[src/rtl/bup16_div.sv]
module bup16_div #(
  parameter int NUM_W = 36,
  parameter int DV_W  = 14
) (
  input  logic             clk,
  input  logic             rst,
  input  logic             start,
  input  logic [NUM_W-1:0] dividend,
  input  logic [DV_W-1:0]  divisor,
  output logic             done,
  output logic [NUM_W-1:0] quotient
);

  localparam int CNT_W = $clog2(NUM_W + 1);

  logic [CNT_W-1:0] cnt;
  logic [DV_W-1:0]  rem;
  logic [DV_W-1:0]  rem_next;
  logic [NUM_W-1:0] quo;
  logic [DV_W:0]    trial;
  logic             fits;

  // restoring division, one quotient bit per cycle, MSB first
  always_comb begin
    trial    = {rem, quo[NUM_W-1]};
    fits     = trial >= {1'b0, divisor};
    rem_next = fits ? DV_W'(trial - {1'b0, divisor}) : DV_W'(trial);
  end

  always_ff @(posedge clk) begin
    if (rst) begin
      cnt  <= '0;
      done <= 1'b0;
    end else begin
      done <= 1'b0;
      if (start) begin
        cnt <= CNT_W'(NUM_W);
      end else if (cnt != '0) begin
        cnt  <= cnt - 1'b1;
        done <= (cnt == CNT_W'(1));
      end
    end
  end

  always_ff @(posedge clk) begin
    if (start) begin
      quo <= dividend;
      rem <= '0;
    end else if (cnt != '0) begin
      quo <= {quo[NUM_W-2:0], fits};
      rem <= rem_next;
    end
  end

  assign quotient = quo;

endmodule

[config.mk]
export PLATFORM = sky130hd
export DESIGN_NAME = bup16_div
export DESIGN_NICKNAME = d
export VERILOG_FILES = /design/src/rtl/bup16_div.sv
export SDC_FILE = /design/constraint.sdc
export NUM_CORES = 1
export LEC_CHECK = 0
export BUFFER_PORTS_ARGS = -buffer_cell sky130_fd_sc_hd__buf_2
export CAP_MARGIN = 10
export CORE_MARGIN = 2
export CORE_UTILIZATION = 53
export CTS_CLUSTER_DIAMETER = 100
export DETAILED_ROUTE_END_ITERATION = 6
export MAX_ROUTING_LAYER = met4
export PLACE_DENSITY = 0.85
export SLEW_MARGIN = 20
export SYNTH_ARGS = -nofsm -noshare
export SYNTH_HDL_FRONTEND = slang
export SYNTH_SLANG_ARGS = --single-unit
[constraint.sdc]
create_clock -name clk -period 4.55 [get_ports clk]
set_clock_uncertainty 0.05 [all_clocks]
set_input_delay 0.6825 -clock clk [delete_from_list [all_inputs] [get_ports clk]]
set_output_delay 0.6825 -clock clk [all_outputs]
set_load 0.01 [all_outputs]
==> run_summary.xml <==
<?xml version="1.0" encoding="UTF-8"?>
<metrics>
  <group name="logic_synthesis">
    <metric name="postSynthCellCount" unit="">309</metric>
    <metric name="synthesis.area" unit="um2">3380</metric>
    <metric name="synth-async-reset-ratio" unit="%">0</metric>
    <metric name="mean_syn_cell_area" unit="um2">10.9</metric>
    <metric name="synth_warnings" unit="">0</metric>
    <metric name="syn-num-nets" unit="">381</metric>
    <metric name="post_synthesis_sequential_area_ratio" unit="%">44.4</metric>
    <metric name="ys_ff_latch" unit="">57</metric>
    <metric name="synth_enable_flop_cells" unit="">36</metric>
    <metric name="synthFlopType" unit="">sky130_fd_sc_hd__edfxtp_1</metric>
    <metric name="synth_cell_types" unit="">61</metric>
  </group>
  <group name="floorplanning">
    <metric name="floorplan.die.width" unit="um">83.9</metric>
    <metric name="floorplan.initialDensity" unit="%">53.9</metric>
    <metric name="floorplan.die_area" unit="um2">7040</metric>
    <metric name="die-height" unit="um">83.9</metric>
    <metric name="placement_rows" unit="">29</metric>
    <metric name="fp.coreArea" unit="um2">6280</metric>
    <metric name="ios" unit="">90</metric>
  </group>
  <group name="timing">
    <metric name="final.min_clock_period" unit="ns">2.62</metric>
    <metric name="report.final.setup_viol" unit="">0</metric>
    <metric name="setup_total_negative_slack" unit="ns">0</metric>
    <metric name="timing_max_transition_violations_final" unit="">0</metric>
    <metric name="worst_margin_slew" unit="ns">0.452</metric>
    <metric name="setup_repair_after_global_routing_missed_its_margin" unit="">no</metric>
    <metric name="hold_viol" unit="">0</metric>
    <metric name="fmax" unit="MHz">382</metric>
    <metric name="fin_crit_sh" unit="%">57.5</metric>
    <metric name="timing.hold.ws" unit="ns">0.475</metric>
    <metric name="worst_slew_margin_rel" unit="%">69.9</metric>
  </group>
  <group name="pwr">
    <metric name="irDropWorstVdd" unit="V">0.000342</metric>
    <metric name="p_per_area" unit="nW/um2">568</metric>
    <metric name="p_leak" unit="nW">1.79</metric>
  </group>
  <group name="detailed_routing">
    <metric name="routedWlPerCell" unit="um">16.0</metric>
    <metric name="num_vias" unit="">2758</metric>
    <metric name="drt_first_iter_violations" unit="">167</metric>
    <metric name="route.antenna.remaining_nets" unit="">0</metric>
    <metric name="detail_route.drc_violations" unit="">0</metric>
    <metric name="route.final.wire_length" unit="um">7700</metric>
    <metric name="firstDrtPassIters" unit="">4</metric>
    <metric name="via_per_inst" unit="">5.75</metric>
  </group>
  <group name="finish">
    <metric name="drive_above_1_share" unit="%">38.0</metric>
    <metric name="area_growth" unit="%">20.3</metric>
    <metric name="fin_nets" unit="">470</metric>
    <metric name="antenna-diode-count" unit="">0</metric>
    <metric name="nFillCells" unit="">515</metric>
  </group>
  <group name="outcome">
    <metric name="status" unit="">complete, no violations</metric>
  </group>
  <group name="cts">
    <metric name="cts_tree" unit="">built</metric>
    <metric name="cts_repair_resize_count" unit="">0</metric>
    <metric name="cts_max_level" unit="">3</metric>
    <metric name="clk_transition_reported_paths" unit="ns">0.06</metric>
    <metric name="clk_root_buffer_cell" unit="">sky130_fd_sc_hd__clkbuf_8</metric>
    <metric name="insertion_delay" unit="ns">0.33</metric>
    <metric name="postCtsSetupBuffers" unit="">0</metric>
    <metric name="cts_num_sinks" unit="">57</metric>
    <metric name="numCtsBuffers" unit="">9</metric>
    <metric name="clockBufferDepth" unit="">2</metric>
    <metric name="cts.hold.buffers_added" unit="">0</metric>
  </group>
  <group name="grt">
    <metric name="grt_max_degree" unit="">38</metric>
    <metric name="grt_remaining_overflow" unit="">0</metric>
    <metric name="grt_antenna_before_repair" unit="">0</metric>
    <metric name="grt_pass1_wl" unit="um">12600</metric>
    <metric name="grt_pass1_vias" unit="">2674</metric>
    <metric name="globalRouteTotalUtil" unit="%">23.4</metric>
  </group>
  <group name="critical_path">
    <metric name="cp_max_fo" unit="">3</metric>
    <metric name="worstSetupEndpointType" unit="">flop</metric>
    <metric name="sort_of_element_at_the_start_of_the_critical_path" unit="">flop</metric>
    <metric name="worstPathRequired" unit="ns">4.73</metric>
    <metric name="timing.critical_path.arrival" unit="ns">2.80</metric>
    <metric name="setup_crit_path_kind" unit="">reg -&gt; reg</metric>
  </group>
  <group name="place">
    <metric name="placement.io_buffers" unit="">89</metric>
    <metric name="final_hpwl_from_detailed_placement" unit="um">5690</metric>
    <metric name="place_congestion" unit="">0.979</metric>
  </group>
  <group name="flow_run">
    <metric name="max_cap_viols" unit="">0</metric>
  </group>
  <group name="worst_hold_path">
    <metric name="hold_path.class" unit="">reg -&gt; reg</metric>
  </group>
</metrics>
[layout make-up]
type                    instances  area [um2]  area share [%]
flip-flops and latches         57        1500            36.9
multi-input cells             212        1720            42.3
repair buffers                 92         468            11.5
well taps                      77        96.3            2.37
clock inverters                 6        58.8            1.45
inverters                      26        97.6            2.40
clock buffers                  10         128            3.14
[report_power, final]
group	internal [W]	switching (W)	total, W
Clock	0.000249	0.000201	0.000450
Combinational	0.000453	0.000602	0.00106
Sequential	0.000706	0.000102	0.000808
Total	0.00141	0.000906	0.00231
[flip-flops by register name, summed over array words and instances (netlist names)]
| register | count |
|---|---|
| cnt | 6 |
| done | 1 |
| quotient | 36 |
| rem | 14 |
[cells in the final DEF (no fill, tap or decap), types with 2 or more instances in the layout]
master                       count
sky130_fd_sc_hd__nand2b_1        5
sky130_fd_sc_hd__o21ai_0         9
sky130_fd_sc_hd__xor2_1          4
sky130_fd_sc_hd__nand4_1         3
sky130_fd_sc_hd__nand3_1         8
sky130_fd_sc_hd__clkinv_2        2
sky130_fd_sc_hd__clkbuf_8        9
sky130_fd_sc_hd__and3_1          3
sky130_fd_sc_hd__a211oi_1        8
sky130_fd_sc_hd__or3_1           3
sky130_fd_sc_hd__edfxtp_1       36
sky130_fd_sc_hd__a211o_1         3
sky130_fd_sc_hd__nand3b_1        4
sky130_fd_sc_hd__inv_1          26
sky130_fd_sc_hd__buf_2          89
sky130_fd_sc_hd__mux2_2         36
sky130_fd_sc_hd__a21o_1          2
sky130_fd_sc_hd__nor2_1         24
sky130_fd_sc_hd__a311oi_1        2
sky130_fd_sc_hd__dfxtp_1        21
sky130_fd_sc_hd__o211ai_1        2
sky130_fd_sc_hd__ha_1           18
sky130_fd_sc_hd__nor3_1          4
sky130_fd_sc_hd__nand2_1         8
sky130_fd_sc_hd__a31oi_1         3
sky130_fd_sc_hd__mux2i_1         7
sky130_fd_sc_hd__clkinvlp_4      2
sky130_fd_sc_hd__and4_1          2
sky130_fd_sc_hd__xnor2_1         7
sky130_fd_sc_hd__buf_4           3
sky130_fd_sc_hd__a21oi_1        15
sky130_fd_sc_hd__a211oi_2        2
[worst max-delay path: stages, from the launching register on]
cell and delay, ns:
sky130_fd_sc_hd__edfxtp_1 0.44, sky130_fd_sc_hd__inv_1 0.10, sky130_fd_sc_hd__ha_1 0.14, sky130_fd_sc_hd__inv_1 0.04
sky130_fd_sc_hd__fa_1 0.42, sky130_fd_sc_hd__a211oi_2 0.26, sky130_fd_sc_hd__nor2_1 0.11, sky130_fd_sc_hd__a2111o_1 0.42
sky130_fd_sc_hd__a31oi_1 0.21, sky130_fd_sc_hd__xnor2_1 0.09, sky130_fd_sc_hd__a31o_1 0.22
[worst paths after layout]
path | to | cells after the start | from | slack (ns)
max reg2reg | rem[8] | 10 | quotient[35] | 1.93
max | rem[8] | 10 | quotient[35] | 1.93
min reg2reg | rem[1] | 2 | rem[1] | 0.48
min | rem[1] | 2 | rem[1] | 0.48
[cells in the mapped netlist (3+ instances only)]
master / n / area [um2]
sky130_fd_sc_hd__a211o_1: 3 / 26.3
sky130_fd_sc_hd__a211oi_1: 8 / 60.1
sky130_fd_sc_hd__a21oi_1: 15 / 75.1
sky130_fd_sc_hd__a31oi_1: 3 / 18.8
sky130_fd_sc_hd__and3_1: 3 / 18.8
sky130_fd_sc_hd__buf_1: 3 / 11.3
sky130_fd_sc_hd__buf_2: 3 / 15.0
sky130_fd_sc_hd__clkbuf_1: 7 / 26.3
sky130_fd_sc_hd__dfxtp_1: 21 / 420
sky130_fd_sc_hd__edfxtp_1: 36 / 1080
sky130_fd_sc_hd__ha_1: 18 / 225
sky130_fd_sc_hd__inv_1: 26 / 97.6
sky130_fd_sc_hd__mux2_2: 36 / 405
sky130_fd_sc_hd__mux2i_1: 7 / 70.1
sky130_fd_sc_hd__nand2_1: 8 / 30.0
sky130_fd_sc_hd__nand2b_1: 5 / 31.3
sky130_fd_sc_hd__nand3_1: 8 / 40.0
sky130_fd_sc_hd__nand3b_1: 4 / 30.0
sky130_fd_sc_hd__nand4_1: 3 / 18.8
sky130_fd_sc_hd__nor2_1: 24 / 90.1
sky130_fd_sc_hd__nor3_1: 4 / 20.0
sky130_fd_sc_hd__o21ai_0: 9 / 45.0
sky130_fd_sc_hd__or3_1: 3 / 18.8
sky130_fd_sc_hd__xnor2_1: 7 / 61.3
sky130_fd_sc_hd__xor2_1: 4 / 35.0
[through the flow]
| step | worst slack [ns] | cell area, um2 | total power [W] | util (%) | instances |
|---|---|---|---|---|---|
| after floorplan | 1.96 | 3380 | 0.00159 | - | 309 |
| after global placement | 1.77 | 3880 | 0.00183 | 61.8 | 464 |
| after detailed placement | 1.69 | 3880 | 0.00185 | 61.8 | 464 |
| after CTS | 1.94 | 4070 | 0.00231 | 64.8 | 480 |
| after global routing | 1.75 | 4070 | 0.00246 | 64.8 | 480 |
| final | 1.93 | 4070 | 0.00231 | 64.8 | 480 |
[metal layers]
layer	wire length, um	part of all wire, %	track usage (%)	up-vias
met5	0	0	-	-
met2	3900	51	37.7	77
met1	3320	43	28.2	1326
met3	318	4.1	5.54	12
met4	155	2.0	9.97	0
li1	-	-	-	1343
[cells by family (layout without fill, tap and decap cells)]
group / count (synthesis) / in the layout / share of synthesized area [%]
XOR/XNOR: 11 / 11 / 2.85
buffers and inverters: 40 / 134 / 4.77
AO/OA/AOI/OAI: 65 / 65 / 14.1
multiplexers: 43 / 43 / 14.1
adder cells (fa/ha/maj): 19 / 19 / 7.25
AND/OR/NAND/NOR: 74 / 74 / 12.6
flip-flops: 57 / 57 / 44.4
Note: power is estimated with default switching activity, not from simulation.
